--- config.mk ---
export PLATFORM = sky130hd
export DESIGN_NAME = tps_cfg
export DESIGN_NICKNAME = d
export VERILOG_FILES = /design/src/rtl/core/tps_pkg.sv /design/src/rtl/core/tps_cfg.sv
export SDC_FILE = /design/constraint.sdc
export NUM_CORES = 1
export LEC_CHECK = 0
export ABC_AREA = 1
export BUFFER_PORTS_ARGS = -buffer_cell sky130_fd_sc_hd__buf_4
export CORE_MARGIN = 5
export CORE_UTILIZATION = 25
export CTS_CLUSTER_DIAMETER = 100
export DETAILED_ROUTE_END_ITERATION = 8
export SLEW_MARGIN = 20
export SYNTH_ARGS = -nofsm -noshare
export SYNTH_HDL_FRONTEND = slang
export SYNTH_SLANG_ARGS = --single-unit
--- constraint.sdc ---
create_clock -name clk -period 1.4 [get_ports clk]
set_clock_uncertainty 0.1 [all_clocks]
set_input_delay 0.07 -clock clk [delete_from_list [all_inputs] [get_ports clk]]
set_output_delay 0.07 -clock clk [all_outputs]
set_load 0.01 [all_outputs]
--- src/rtl/core/tps_pkg.sv ---
// Shared types and constants for the tilt particle step pipeline.
// Used by tps_cfg, tps_axis and tilt_particle_step; no dependencies.
package tps_pkg;

  localparam int GRID_W_DEF = 64;
  localparam int GRID_H_DEF = 64;

  localparam int POS_W  = 14;
  localparam int VEL_W  = 16;
  localparam int TILT_W = 17;
  localparam int CELL_W = 6;
  localparam int IDX_W  = 4;
  localparam int CFGD_W = 16;

  localparam int IN_W  = 96;
  localparam int OUT_W = 80;

  // Register indexes on the configuration channel
  localparam logic [IDX_W-1:0] REG_ACCEL_GAIN    = 4'd0;
  localparam logic [IDX_W-1:0] REG_FRICTION_KEEP = 4'd1;
  localparam logic [IDX_W-1:0] REG_MAX_VELOCITY  = 4'd2;
  localparam logic [IDX_W-1:0] REG_BOUNCE_FACTOR = 4'd3;

  localparam logic [15:0] ACCEL_GAIN_RST    = 16'd256;
  localparam logic [15:0] FRICTION_KEEP_RST = 16'd64880;
  localparam logic [14:0] MAX_VELOCITY_RST  = 15'd256;
  localparam logic [15:0] BOUNCE_FACTOR_RST = 16'd32768;

  typedef struct packed {
    logic [15:0] accel_gain;
    logic [15:0] friction_keep;
    logic [14:0] max_velocity;
    logic [15:0] bounce_factor;
  } tps_cfg_t;

endpackage

--- src/rtl/core/tps_cfg.sv ---
// Configuration register file for the tilt particle step.
// Depends on tps_pkg for the register indexes and reset values.
module tps_cfg
  import tps_pkg::*;
(
  input  logic              clk,
  input  logic              rst,
  input  logic              cfg_valid,
  output logic              cfg_ready,
  input  logic [IDX_W-1:0]  cfg_index,
  input  logic [CFGD_W-1:0] cfg_data,
  output tps_cfg_t          cfg
);

  assign cfg_ready = 1'b1;

  always_ff @(posedge clk) begin
    if (rst) begin
      cfg.accel_gain    <= ACCEL_GAIN_RST;
      cfg.friction_keep <= FRICTION_KEEP_RST;
      cfg.max_velocity  <= MAX_VELOCITY_RST;
      cfg.bounce_factor <= BOUNCE_FACTOR_RST;
    end else if (cfg_valid) begin
      // drop writes to unknown indexes
      case (cfg_index)
        REG_ACCEL_GAIN:    cfg.accel_gain    <= cfg_data;
        REG_FRICTION_KEEP: cfg.friction_keep <= cfg_data;
        REG_MAX_VELOCITY:  cfg.max_velocity  <= cfg_data[14:0];
        REG_BOUNCE_FACTOR: cfg.bounce_factor <= cfg_data;
        default: ;
      endcase
    end
  end

endmodule

# ---- Yosys cells after proc, flatten, opt, wreduce, memory -nomap -nowiden
# Cells that the tools add are included.
dict set report word_totals {
  input_bits 23
  wordCells 12
  out_inout_bits 64
  reg_bits 63
}
dict set report op_classes {
  n_reduce_logical 5
  eq_ne 3
}
# op count
set op_table {}
lappend op_table {{== test 4 x 2 -> 1 bit, second input constant} 2}
lappend op_table {{AND reduction 2 bit} 4}
lappend op_table {{== test 4 x 1 -> 1 bit, second input constant} 1}
lappend op_table {{logical NOT 4 bit} 1}

# ---- Depth between registers and ports, before layout
dict set report logic_depth {
  word_depth 2
  mapped_depth 7
  mapped_depth_nobuf 6
}

# ---- Worst setup path before layout
# OpenSTA, ideal clock, no wires.
dict set report synth_timing {
  kind {input to register}
  startpoint {in cfg_index[0]}
  endpoint {reg cfg[29] (netlist name)}
  t_arrival_ns 0.836
  cell_stages 6
  path_slack_ns 0.354
  setup_ns 0.110
  required_time_ns 1.190
  path_buffers 2
  cell_sequence {buf_2 inv_1 buf_1 nand4_1 nand2_1 nor2_1}
}
dict set report synth_between {
  elab_chain_len 2
}
# item line
set synth_rtl {}
lappend synth_rtl {{start: declaration} tps_cfg.sv:10} ;# input logic [IDX_W-1:0] cfg_index,
lappend synth_rtl {{== test 4 x 2 -> 1 bit} tps_cfg.sv:25} ;# case (cfg_index)
lappend synth_rtl {{AND reduction 2 bit (no line)} -}
lappend synth_rtl {{end: declaration} tps_cfg.sv:12} ;# output tps_cfg_t cfg
# Every way passes these cells.
# A chain may end at the register's enable or synchronous reset.

# ---- Worst setup path in the final report
dict set report layout_timing {
  startpoint {in cfg_index[3]}
  endpoint {reg cfg[28] (netlist name)}
}
# Same word-level chain as after synthesis.

==> impl_metrics.env <==
export IMPL_status="finished clean"
export IMPL_fin_ws_ns=0.297
export IMPL_finalNetCount=565
export IMPL_largest_reg_flops=63
export IMPL_vias=2958
export IMPL_stdcell_count=689
export IMPL_root_buffer="clkbuf_16"
export IMPL_largest_register="cfg"
export IMPL_cts_sinks=63
export IMPL_final_antenna_net_count=0
export IMPL_crit_buf_inv=2
export IMPL_synth_distinct_cells=15
export IMPL_peakVddDrop_mv=0.522
export IMPL_die_width_um=119
export IMPL_n_antenna_cell=0
export IMPL_final_core_utilization_pct=36.3
export IMPL_reg2reg_depth=4
export IMPL_power_internal_uw=3500
export IMPL_route_met2_wl_mm=4.51
export IMPL_register_area_sq_mm=0.00126
export IMPL_cp_end_kind="register"
export IMPL_grt_pass1_vias=2928
export IMPL_wl_met1_mm=3.99
export IMPL_grt_ovfl_total=0
export IMPL_path_cells="buf_4 > nor2_4 > nand3_2 > nand2_1 > inv_1 > nor2_1"
export IMPL_die_area_sq_mm=0.0142
export IMPL_min_period_ns=1.10
export IMPL_drc_errors=0
export IMPL_clockPowerShare_pct=48.3
export IMPL_power_share_switching_pct=23.7
export IMPL_antenna_found_initial=0
export IMPL_syn_instance_count=453
export IMPL_initial_core_util_pct=25.8
export IMPL_timing_fmax_mhz=907
export IMPL_syn_to_final_growth_pct=40.7
export IMPL_dp_hpwl_mm=6.82
export IMPL_final_cell_mix="110 x nand2_1, 107 x inv_1, 94 x buf_4"
export IMPL_seq_area_frac_synth_pct=42.4
export IMPL_ys_ff_latch=63
export IMPL_yosys_area_top_type="dfxtp_1"
export IMPL_startpoint_type="input pin"
export IMPL_clock_latency_ns=0.33
export IMPL_synth_top_area_share_pct=42.4
export IMPL_core_area_sq_mm=0.0115
export IMPL_p_comb_share_pct=11.2
export IMPL_drt_pre_antenna_iters=4
export IMPL_die_y_um=119
export IMPL_required_ns=1.57
export IMPL_setup_viol=0
export IMPL_cts_tree="built"
export IMPL_seq_power_share_pct=40.5
export IMPL_grt_pass1_wl_mm=14.7
export IMPL_placed_area_sq_mm=0.00379
export IMPL_hold_path_cell_count=3
export IMPL_path_depth=6
export IMPL_hold_viol_final=0
export IMPL_whs_ns=0.0735
export IMPL_p_sw_uw=1090
export IMPL_cts_setup_buffers=0
export IMPL_period_share_pct=78.8
export IMPL_rsz0062_at_grt="no"
export IMPL_cts_made_buffers=9
export IMPL_multiInputGateArea_sq_mm=0.00115
export IMPL_pin_count=87
export IMPL_vias_per_cell=4.29
export IMPL_slew_violations=0
export IMPL_row_count=39
export IMPL_drtIter0Drc=162
export IMPL_hold_buffers=10
export IMPL_cpPeakStageDelay_ns=0.40
export IMPL_place_ws_ns=-0.0594
export IMPL_clock_path_buffers=2
export IMPL_maxCapViolations=0
export IMPL_worstPathArrival_ns=1.27
export IMPL_hp_class="in2reg"
export IMPL_grt_use_total_pct=13.2
export IMPL_leakage_uw=0.00213
export IMPL_clk_pin_slew_ns=0.05
export IMPL_met3_length_um=740
export IMPL_avgSynthCellArea_sq_um=6.56
export IMPL_critPathKind="in2reg"
export IMPL_io_buffers=85
export IMPL_drt_total_wl_mm=9.42
export IMPL_final_fill_count=1227
export IMPL_top_layer="met4"
export IMPL_gp_congestion=0.840
export IMPL_cts_resized=0
export IMPL_layout_commonest_cell="nand2_1"
export IMPL_wl_per_cell_um=13.7
export IMPL_drive_gt1_share_pct=22.2
export IMPL_dp_cells=664
export IMPL_critical_path_slowest_cell="nand3_2"
export IMPL_syn_area_sq_mm=0.00297
export IMPL_path_delay_family="simple AND/OR/NAND/NOR gates"
export IMPL_synthTopCellsByArea="dfxtp_1 42%, nand2_1 14%, inv_1 14%"
export IMPL_power_density_mw_per_mm2=1100
export IMPL_crit_fanout=15
export IMPL_final_area_sq_mm=0.00418
export IMPL_largest_registers="cfg (63)"
export IMPL_grt_max_degree=64
export IMPL_cts_htree_levels=3
export IMPL_yosys_warnings=0
export IMPL_synth_net_count=476
==> cells in the mapped netlist, drive strengths merged <==
library cell	count
clkbuf	5
nand3	17
nand2	110
dfxtp	63
inv	109
nand4	63
conb	1
nor2	60
buf	25
==> tightest hold or removal path: stages <==
cell     delay (ns)
buf_4          0.18
nand4_1        0.11
nand3_1        0.07
==> final timing paths <==
path                startpoint       to  slack, ns
hold / removal    cfg_index[0]  cfg[15]       0.07
setup reg to reg       cfg[30]  cfg[30]       0.62
hold reg to reg        cfg[36]  cfg[36]       0.36
setup / recovery  cfg_index[3]  cfg[28]       0.30
==> routing by layer <==
| metal | GRT usage (%) | up-vias |
|---|---|---|
| met2 | 22.0 | 89 |
| met1 | 15.3 | 1307 |
| met3 | 5.55 | 15 |
| met5 | 0 | - |
| met4 | 4.56 | 0 |
| li1 | - | 1547 |
==> metrics by stage <==
step                setup TNS (ns)  power, uW
global route                     0       4770
detailed placement          -0.534       2390
global placement                 0       2380
finish                           0       4590
CTS                              0       4640
floorplan                        0       2160
==> area by class of cell <==
type,count,share of cell area (%)
Tap cell,143,4.28
Inverter,109,9.78
Timing Repair Buffer,108,21.2
Clock buffer,11,6.04
Sequential cell,63,30.1
Multi-Input combinational cell,251,27.5
Clock inverter,4,1.08
==> cells by family (layout without fill, tap and decap cells) <==
kind of cell,count (synthesis),in the layout,share of synthesized area (%)
buffers and inverters,139,232,18.9
and+or+nand+nor,250,250,38.6
DFF,63,63,42.4
other,1,1,0.126
==> power groups by stage <==
stage          registers [uW]  clock network [uW]  logic, uW
2_1_floorplan            1910                   0        252
6_report                 1860                2220        514
4_1_cts                  1860                2270        516
3_3_place_gp             1890                   0        484
5_1_grt                  1860                2340        568
3_5_place_dp             1900                   0        492
Power figures use the tool's default switching activity.
