File: config.mk
export PLATFORM = sky130hd
export DESIGN_NAME = tps_axis
export DESIGN_NICKNAME = d
export VERILOG_FILES = /design/src/rtl/core/tps_pkg.sv /design/src/rtl/core/tps_axis.sv
export SDC_FILE = /design/constraint.sdc
export NUM_CORES = 2
export LEC_CHECK = 0
export ABC_AREA = 1
export BUFFER_PORTS_ARGS = -buffer_cell sky130_fd_sc_hd__buf_2
export CORE_MARGIN = 4
export CORE_UTILIZATION = 45
export CTS_CLUSTER_SIZE = 25
export DETAILED_ROUTE_END_ITERATION = 8
export PLACE_DENSITY = 0.66
export SLEW_MARGIN = 15
export SYNTH_ARGS = -nofsm -noshare
export SYNTH_HDL_FRONTEND = slang
export SYNTH_SLANG_ARGS = --single-unit
export TNS_END_PERCENT = 100
File: constraint.sdc
create_clock -name clk -period 7.85 [get_ports clk]
set_clock_uncertainty 0.15 [all_clocks]
set_input_delay 1.57 -clock clk [delete_from_list [all_inputs] [get_ports clk]]
set_output_delay 1.57 -clock clk [all_outputs]
set_load 0.02 [all_outputs]
File: src/rtl/core/tps_pkg.sv
// Shared types and constants for the tilt particle step pipeline.
// Used by tps_cfg, tps_axis and tilt_particle_step; no dependencies.
package tps_pkg;

  localparam int GRID_W_DEF = 64;
  localparam int GRID_H_DEF = 64;

  localparam int POS_W  = 14;
  localparam int VEL_W  = 16;
  localparam int TILT_W = 17;
  localparam int CELL_W = 6;
  localparam int IDX_W  = 4;
  localparam int CFGD_W = 16;

  localparam int IN_W  = 96;
  localparam int OUT_W = 80;

  // Register indexes on the configuration channel
  localparam logic [IDX_W-1:0] REG_ACCEL_GAIN    = 4'd0;
  localparam logic [IDX_W-1:0] REG_FRICTION_KEEP = 4'd1;
  localparam logic [IDX_W-1:0] REG_MAX_VELOCITY  = 4'd2;
  localparam logic [IDX_W-1:0] REG_BOUNCE_FACTOR = 4'd3;

  localparam logic [15:0] ACCEL_GAIN_RST    = 16'd256;
  localparam logic [15:0] FRICTION_KEEP_RST = 16'd64880;
  localparam logic [14:0] MAX_VELOCITY_RST  = 15'd256;
  localparam logic [15:0] BOUNCE_FACTOR_RST = 16'd32768;

  typedef struct packed {
    logic [15:0] accel_gain;
    logic [15:0] friction_keep;
    logic [14:0] max_velocity;
    logic [15:0] bounce_factor;
  } tps_cfg_t;

endpackage

File: src/rtl/core/tps_axis.sv
// Six-stage datapath for one axis: acceleration, friction, clamp, move,
// wall reflection. Depends on tps_pkg for field widths and the config struct.
module tps_axis
  import tps_pkg::*;
#(
  parameter int GRID = GRID_W_DEF
)
(
  input  logic                     clk,
  input  logic                     en,
  input  tps_cfg_t                 cfg,
  input  logic [POS_W-1:0]         pos,
  input  logic signed [VEL_W-1:0]  vel,
  input  logic signed [TILT_W-1:0] tilt,
  output logic [POS_W-1:0]         new_pos,
  output logic signed [VEL_W-1:0]  new_vel,
  output logic [CELL_W-1:0]        grid_cell,
  output logic                     changed
);

  localparam int LIMIT  = GRID * 256;
  localparam int LIM_W  = $clog2(LIMIT + 1) + 1;
  localparam int CMP_W  = (LIM_W > 18) ? LIM_W : 18;
  localparam int NP_W   = $clog2(LIMIT);
  localparam int NC_W   = NP_W - 8;
  localparam int CW     = (NC_W > CELL_W) ? NC_W : CELL_W;
  localparam int NPE_W  = (NP_W > POS_W) ? NP_W : POS_W;
  localparam logic signed [CMP_W-1:0] LIMIT_S = CMP_W'(LIMIT);
  localparam logic [NP_W-1:0] WALL = NP_W'((GRID - 1) * 256);

  // stage 1: tilt times gain
  logic signed [33:0]      p1;
  logic [POS_W-1:0]        pos1;
  logic signed [VEL_W-1:0] vel1;
  // stage 2: velocity plus acceleration
  logic signed [18:0]      v2;
  logic [POS_W-1:0]        pos2;
  // stage 3: friction product
  logic signed [35:0]      p3;
  logic [POS_W-1:0]        pos3;
  // stage 4: clamp and move
  logic signed [VEL_W-1:0] v4;
  logic [NP_W-1:0]         npos4;
  logic                    wall4;
  logic [CELL_W-1:0]       ocell4;
  // stage 5: bounce product
  logic signed [33:0]      p5;
  logic signed [VEL_W-1:0] v5;
  logic [NP_W-1:0]         npos5;
  logic                    wall5;
  logic [CELL_W-1:0]       ocell5;

  logic signed [33:0]      a_sum;
  logic signed [17:0]      a_rnd;
  logic signed [18:0]      v2_next;
  logic signed [35:0]      f_sum;
  logic signed [19:0]      f_rnd;
  logic signed [19:0]      vmax;
  logic signed [19:0]      f_clamp;
  logic signed [VEL_W-1:0] v4_next;
  logic signed [CMP_W-1:0] s4;
  logic                    in_range;
  logic                    hit_high;
  logic [NP_W-1:0]         npos4_next;
  logic signed [VEL_W:0]   negv;
  logic signed [33:0]      b_sum;
  logic signed [17:0]      b_rnd;
  logic signed [VEL_W-1:0] b_sat;
  logic [CW-1:0]           ncell_ext;
  logic [CW-1:0]           ocell_ext;
  logic [NPE_W-1:0]        npos_ext;

  always_comb begin
    a_sum   = p1 + 34'sd32768;
    a_rnd   = $signed(a_sum[33:16]);
    v2_next = $signed({{3{vel1[VEL_W-1]}}, vel1}) + $signed({a_rnd[17], a_rnd});

    f_sum   = p3 + 36'sd32768;
    f_rnd   = $signed(f_sum[35:16]);
    vmax    = $signed({5'b0, cfg.max_velocity});
    f_clamp = (f_rnd > vmax) ? vmax : f_rnd;
    // upper bound is already inside range after the clamp
    v4_next = (f_clamp < -20'sd32768) ? -16'sd32768 : f_clamp[VEL_W-1:0];

    s4 = $signed({{(CMP_W-POS_W){1'b0}}, pos3})
       + $signed({{(CMP_W-VEL_W){v4_next[VEL_W-1]}}, v4_next});
    in_range = (s4 > $signed(CMP_W'(0))) && (s4 < LIMIT_S);
    hit_high = (s4 >= LIMIT_S);
    if (in_range) begin
      npos4_next = s4[NP_W-1:0];
    end else if (hit_high) begin
      npos4_next = WALL;
    end else begin
      npos4_next = '0;
    end

    negv  = -$signed({v4[VEL_W-1], v4});

    b_sum = p5 + 34'sd32768;
    b_rnd = $signed(b_sum[33:16]);
    if (b_rnd > 18'sd32767) begin
      b_sat = 16'sd32767;
    end else if (b_rnd < -18'sd32768) begin
      b_sat = -16'sd32768;
    end else begin
      b_sat = b_rnd[VEL_W-1:0];
    end

    ncell_ext = CW'(npos5[NP_W-1:8]);
    ocell_ext = CW'(ocell5);
    npos_ext  = NPE_W'(npos5);
  end

  always_ff @(posedge clk) begin
    if (en) begin
      p1   <= tilt * $signed({1'b0, cfg.accel_gain});
      pos1 <= pos;
      vel1 <= vel;

      v2   <= v2_next;
      pos2 <= pos1;

      p3   <= v2 * $signed({1'b0, cfg.friction_keep});
      pos3 <= pos2;

      v4     <= v4_next;
      npos4  <= npos4_next;
      wall4  <= !in_range;
      ocell4 <= pos3[POS_W-1:8];

      p5     <= negv * $signed({1'b0, cfg.bounce_factor});
      v5     <= v4;
      npos5  <= npos4;
      wall5  <= wall4;
      ocell5 <= ocell4;

      new_pos   <= npos_ext[POS_W-1:0];
      new_vel   <= wall5 ? b_sat : v5;
      grid_cell <= ncell_ext[CELL_W-1:0];
      changed   <= (ncell_ext != ocell_ext);
    end
  end

endmodule

# Word-level counts from Yosys, hierarchy flattened
# Index checks and enable logic that the tools add are counted.
op_classes:
  order_cmp: 7
  n_div: 0
  reduce_logical: 2
  addsub: 6
  n_mul: 3
  bitwise_logic: 0
  muxes: 7
  eq_ne: 1
  shifts: 0
ops:
  columns: ["operator", "count"]
  rows:
  - ["$add 34x17->34 const B", 2]
  - ["$mul 17x17->34", 2]
  - ["$mux 16", 4]
  - ["$add 36x17->36 const B", 1]
  - ["$mul 19x17->36", 1]
  - ["$mux 14", 2]
  - ["$gt 20x16->1", 1]
  - ["$lt 20x16->1 const B", 1]
  - ["$mux 20", 1]
  - ["$add 16x18->19", 1]
  - ["$gt 18x16->1 const B", 1]
  - ["$lt 18x16->1 const B", 1]
  - ["$add 15x16->17", 1]
  - ["$ge 17x16->1 const B", 1]
  - ["$gt 17x1->1 const B", 1]
  - ["$lt 17x16->1 const B", 1]
  - ["$neg 16->17", 1]
  - ["$ne 6x6->1", 1]
  - ["$logic_and 1x1->1", 1]
  - ["$logic_not 1->1", 1]
word_totals:
  mem_count: 0
  out_inout_bits: 37
  latch_bits: 0
  in_bits: 112
  reg_bits: 292
  ram_bits: 0
  word_cells: 46
  rom_bits: 0

# Longest topological paths before layout
logic_depth:
  word_depth: 9
  ltp_mapped: 41
  ltp_nobuf: 40

# Least setup slack after synthesis
# OpenSTA, ideal clock, no wires.
synth_timing:
  kind: "input-to-reg"
  from: "input port cfg[49] in the netlist's numbering"
  to: "register p1[26], data pin"
  slack_ns: 0.541
  path_buffers: 2
  arrival_time_ns: 6.894
  stages: 23
  setup_time_ns: 0.265
  required_time_ns: 7.435
  cell_sequence: "clkbuf_1 -> clkbuf_1 -> nand2_1 -> fa_1 -> inv_1 -> fa_1 -> inv_1 -> fa_1 -> inv_1 -> fa_1 -> inv_1 -> fa_1 -> inv_1 -> fa_1 -> ha_1 -> nand2_1 -> nor2_1 -> nand2_1 -> o21ai_0 -> a21oi_1 -> o21a_1 -> o21ai_0 -> xor2_1"
synth_between:
  elab_chain_len: 1
synth_rtl:
  columns: ["item", "line_no", "text"]
  rows:
  - ["from (decl)", "tps_axis.sv:11", "input tps_cfg_t cfg,"]
  - ["$mul 17x17->34", "tps_axis.sv:116", "p1 <= tilt * $signed({1'b0, cfg.accel_gain});"]
  - ["to (signal assigned)", "tps_axis.sv:116", null]
  - ["to (decl)", "tps_axis.sv:32", "logic signed [33:0] p1;"]
# No other way between the ends.
# A chain may end at the register's enable or synchronous reset.

# Worst setup path in the final report
layout_timing:
  from: "register v4[0]"
  to: "register p5[31], data pin"
layout_between:
  elab_chain_len: 2
layout_rtl:
  columns: ["item", "line_no", "text"]
  rows:
  - ["from (decl)", "tps_axis.sv:42", "logic signed [VEL_W-1:0] v4;"]
  - ["from (signal assigned)", "tps_axis.sv:126", "v4 <= v4_next;"]
  - ["$neg 16->17", "tps_axis.sv:97", "negv = -$signed({v4[VEL_W-1], v4});"]
  - ["$mul 17x17->34", "tps_axis.sv:131", "p5 <= negv * $signed({1'b0, cfg.bounce_factor});"]
  - ["to (signal assigned)", "tps_axis.sv:131", null]
  - ["to (decl)", "tps_axis.sv:47", "logic signed [33:0] p5;"]
# No other way between the ends.

==> metrics.csv <==
metric,value,unit
run status,"finished, final reports clean",
proportion of synthesized chip area in sequential cells,16.6,%
root buffer cell,sky130_fd_sc_hd__clkbuf_16,
number of cells produced by synthesis,4967,
arrival time worst endpoint,7470,ps
Filler Cells Inserted,9069,
final total negative setup slack,0,ps
Hold WC Path Type,reg2reg,
fraction of final layout cells sized beyond drive strength 1,6.44,%
Critical Path Max Stage Delay,640,ps
synth-to-layout area growth,6.95,%
I/O pin total,149,
final setup violating endpoints,0,
data required time of the critical path,7990,ps
part of the cycle the worst path needs,93.3,%
Most common cell on crit path,sky130_fd_sc_hd__fa_1,
count of port buffers added during placement,148,
utilization after layout,48.8,%
number of nets produced by synthesis,6251,
wire length per cell,16.1,µm
H-tree lvl count,1,
Rel. slew slack,36.5,%
HPWL after detailed placement,88.3,mm
Crit. End Element,flop,
area of the placeable core,95600,µm²
TritonCTS clock tree,done,
worst reg2reg endpoint,p5[31],
Final Max Slew Viols,0,
Core Rows,113,
register bit total from synthesis,241,
clock buffers created by TritonCTS,26,
vias in the first global route,33922,
met3 capacity usage during global routing,2.21,%
Initial Utilization,45.7,%
final net count,6327,
largest family of logic cells by synthesized area,adder cells,
maximum net fanout on the critical path,15,
clock network latency to the later pin of the worst-skew pair,550,ps
antenna violations before repair,8,
Yosys cell types,58,
Crit Path Class,reg2reg,
met1 capacity usage during global routing,24.7,%
fraction of registers with async set or reset after synthesis,0,%
post-layout instance count excluding filler cells,6334,
FF-to-FF setup slack,530,ps
transition time at the pin with the least slew margin,953,ps
number of max-cap violations,0,
setup repair after global routing missed its margin,no,
launch instance of the worst register-to-register path,v4[0],
global routing usage summed across all routing layers,20.6,%
die span in y,319,µm
warnings from Yosys,0,
Final Hold Fails,0,
cell total after placement,6280,
Post-CTS Setup Bufs,0,
hold-critical path endpoint,npos5[2],
type of element launching the critical path,flop,
cell area after synthesis,43600,µm²
count of antenna-violating nets left after detailed routing,0,
fmax,0.137,GHz
layer with the highest usage,met2,
multiplexer share of the synthesized area,0,%
routed wire length,102,mm
simple logic cell fraction of the synthesized area,14.1,%
Bufs on Longest Clock Path,3,
maximum number of pins on one net before global-route repair,167,
remaining global-route overflow,0,
combined area of the multi-input logic cells,30400,µm²
smallest hold slack,265,ps
Die ar.,102000,µm²
number of iterations in the first detailed-routing pass,5,
R2R cell count,28,
XOR/XNOR share of the synthesized area,3.27,%
global-route wire length before repair,170,mm
"most common cell after layout, fill and taps aside",sky130_fd_sc_hd__inv_1,
placer's final routability congestion estimate,0.933,
post-detailed-route via-to-cell ratio,4.88,
Via Count,30889,
minimum clock period,7320,ps
most used cells in the layout excluding fill and tap cells,"1410 x sky130_fd_sc_hd__inv_1, 1082 x sky130_fd_sc_hd__nand2_1, 861 x sky130_fd_sc_hd__fa_1",
Post-Synth Adder-Cell Area,48.4,%
worst hold start,npos4[2],
width of the die,319,µm
primary flip-flop cell chosen by synthesis mapping,sky130_fd_sc_hd__edfxtp_1,
number of flops mapped to enable cells by yosys,241,
iteration-0 DRC count of the detailed router,1782,
# DRC,0,
worst-path cell with the longest stage delay,sky130_fd_sc_hd__fa_1,
Hold Path Stages,0,
Compound-Gate Fraction of Synth Area,3.75,%
Seq. cell area,7240,µm²
routing usage on met2,38.1,%
"Clk pin slew, worst setup/hold paths",60,ps
Post-Synthesis Mean Instance Area,8.79,µm²
clk sink count,241,
## metrics by stage
step           setup WS [ps]  cell area, µm²
2_1_floorplan            541           43600
3_3_place_gp             336           45800
3_5_place_dp             270           45800
4_1_cts                  548           46700
5_1_grt                 18.1           46700
6_report                 529           46700
## repair_timing
item                       4_1_cts  5_1_grt
hold endpoints to repair         0        0
hold buffers                     0        0
gates resized for setup          0        2
setup endpoints to repair        0        2
## how the worst max path moves through the flow
stage	slack (ps)	from	endpoint
2_1_floorplan	540	cfg[49]	p1[26]
3_3_place_gp	340	cfg[50]	p1[33]
3_5_place_dp	270	cfg[36]	p3[33]
4_1_cts	550	v4[0]	p5[31]
5_1_grt	20	v4[0]	p5[31]
6_report	530	v4[0]	p5[31]
## per-layer routing
| metal | vias up | wire length (µm) |
|---|---|---|
| li1 | 14605 | - |
| met1 | 15207 | 39700 |
| met2 | 861 | 53000 |
| met3 | 214 | 5140 |
| met4 | 2 | 4120 |
| met5 | - | 13 |
## sequential cells by signal, indices dropped and copies added (netlist names)
| register | cells |
|---|---|
| vel1 | 16 |
| npos5 | 14 |
| p1 | 19 |
| ocell4 | 6 |
| changed | 1 |
| v4 | 16 |
| v2 | 19 |
| new_pos | 14 |
| pos2 | 14 |
| ocell5 | 6 |
| v5 | 16 |
| p3 | 21 |
| new_vel | 16 |
| npos4 | 14 |
| wall5 | 1 |
| pos1 | 14 |
| pos3 | 14 |
| wall4 | 1 |
| p5 | 19 |
## area by class of cell
class                      instances  area share [%]
inverter                        1429            11.5
clock buffer                      32            1.44
sequential                       241            15.5
multi-input combinational       3128            65.0
clock inverter                    15           0.324
tap                             1265            3.39
timing repair buffer             217            2.74
antenna                            7          0.0375
## kinds of logic after synthesis
logic type      after synthesis
compound gates              294
xor+xnor                    159
fa+ha+maj                  1172
buf+inv                    1598
flops                       241
simple gates               1503
## cell usage after synthesis (10+ instances only)
library cell               count  share of area, %
sky130_fd_sc_hd__a21o_1       10              0.17
sky130_fd_sc_hd__a21oi_1     145               1.7
sky130_fd_sc_hd__a31oi_1      12              0.17
sky130_fd_sc_hd__clkbuf_1    149               1.3
sky130_fd_sc_hd__clkinv_1     12              0.10
sky130_fd_sc_hd__edfxtp_1    241                17
sky130_fd_sc_hd__fa_1        861                39
sky130_fd_sc_hd__ha_1        311               8.9
sky130_fd_sc_hd__inv_1      1411                12
sky130_fd_sc_hd__nand2_1    1082               9.3
sky130_fd_sc_hd__nand2_2      10              0.14
sky130_fd_sc_hd__nand3_1      61              0.70
sky130_fd_sc_hd__nand4_1      26              0.37
sky130_fd_sc_hd__nor2_1      244               2.1
sky130_fd_sc_hd__nor2_2       14              0.20
sky130_fd_sc_hd__nor3_1       20              0.23
sky130_fd_sc_hd__o21ai_0      83              0.95
sky130_fd_sc_hd__o21bai_1     10              0.17
sky130_fd_sc_hd__xnor2_1      58               1.2
sky130_fd_sc_hd__xor2_1       98               2.0
## critical path: cells and delay by family (launching register included)
family	cells	cell delay [ps]
buffers and inverters	7	910
xor gates and xnor gates	1	180
adders and majority gates	8	3640
DFF	1	420
AOI/OAI and AO/OA	4	750
and+or+nand+nor	8	1020
Power is left out: the tool's default activity adds up to more than one toggle a clock period on the data nets, which glitch-free logic cannot reach.
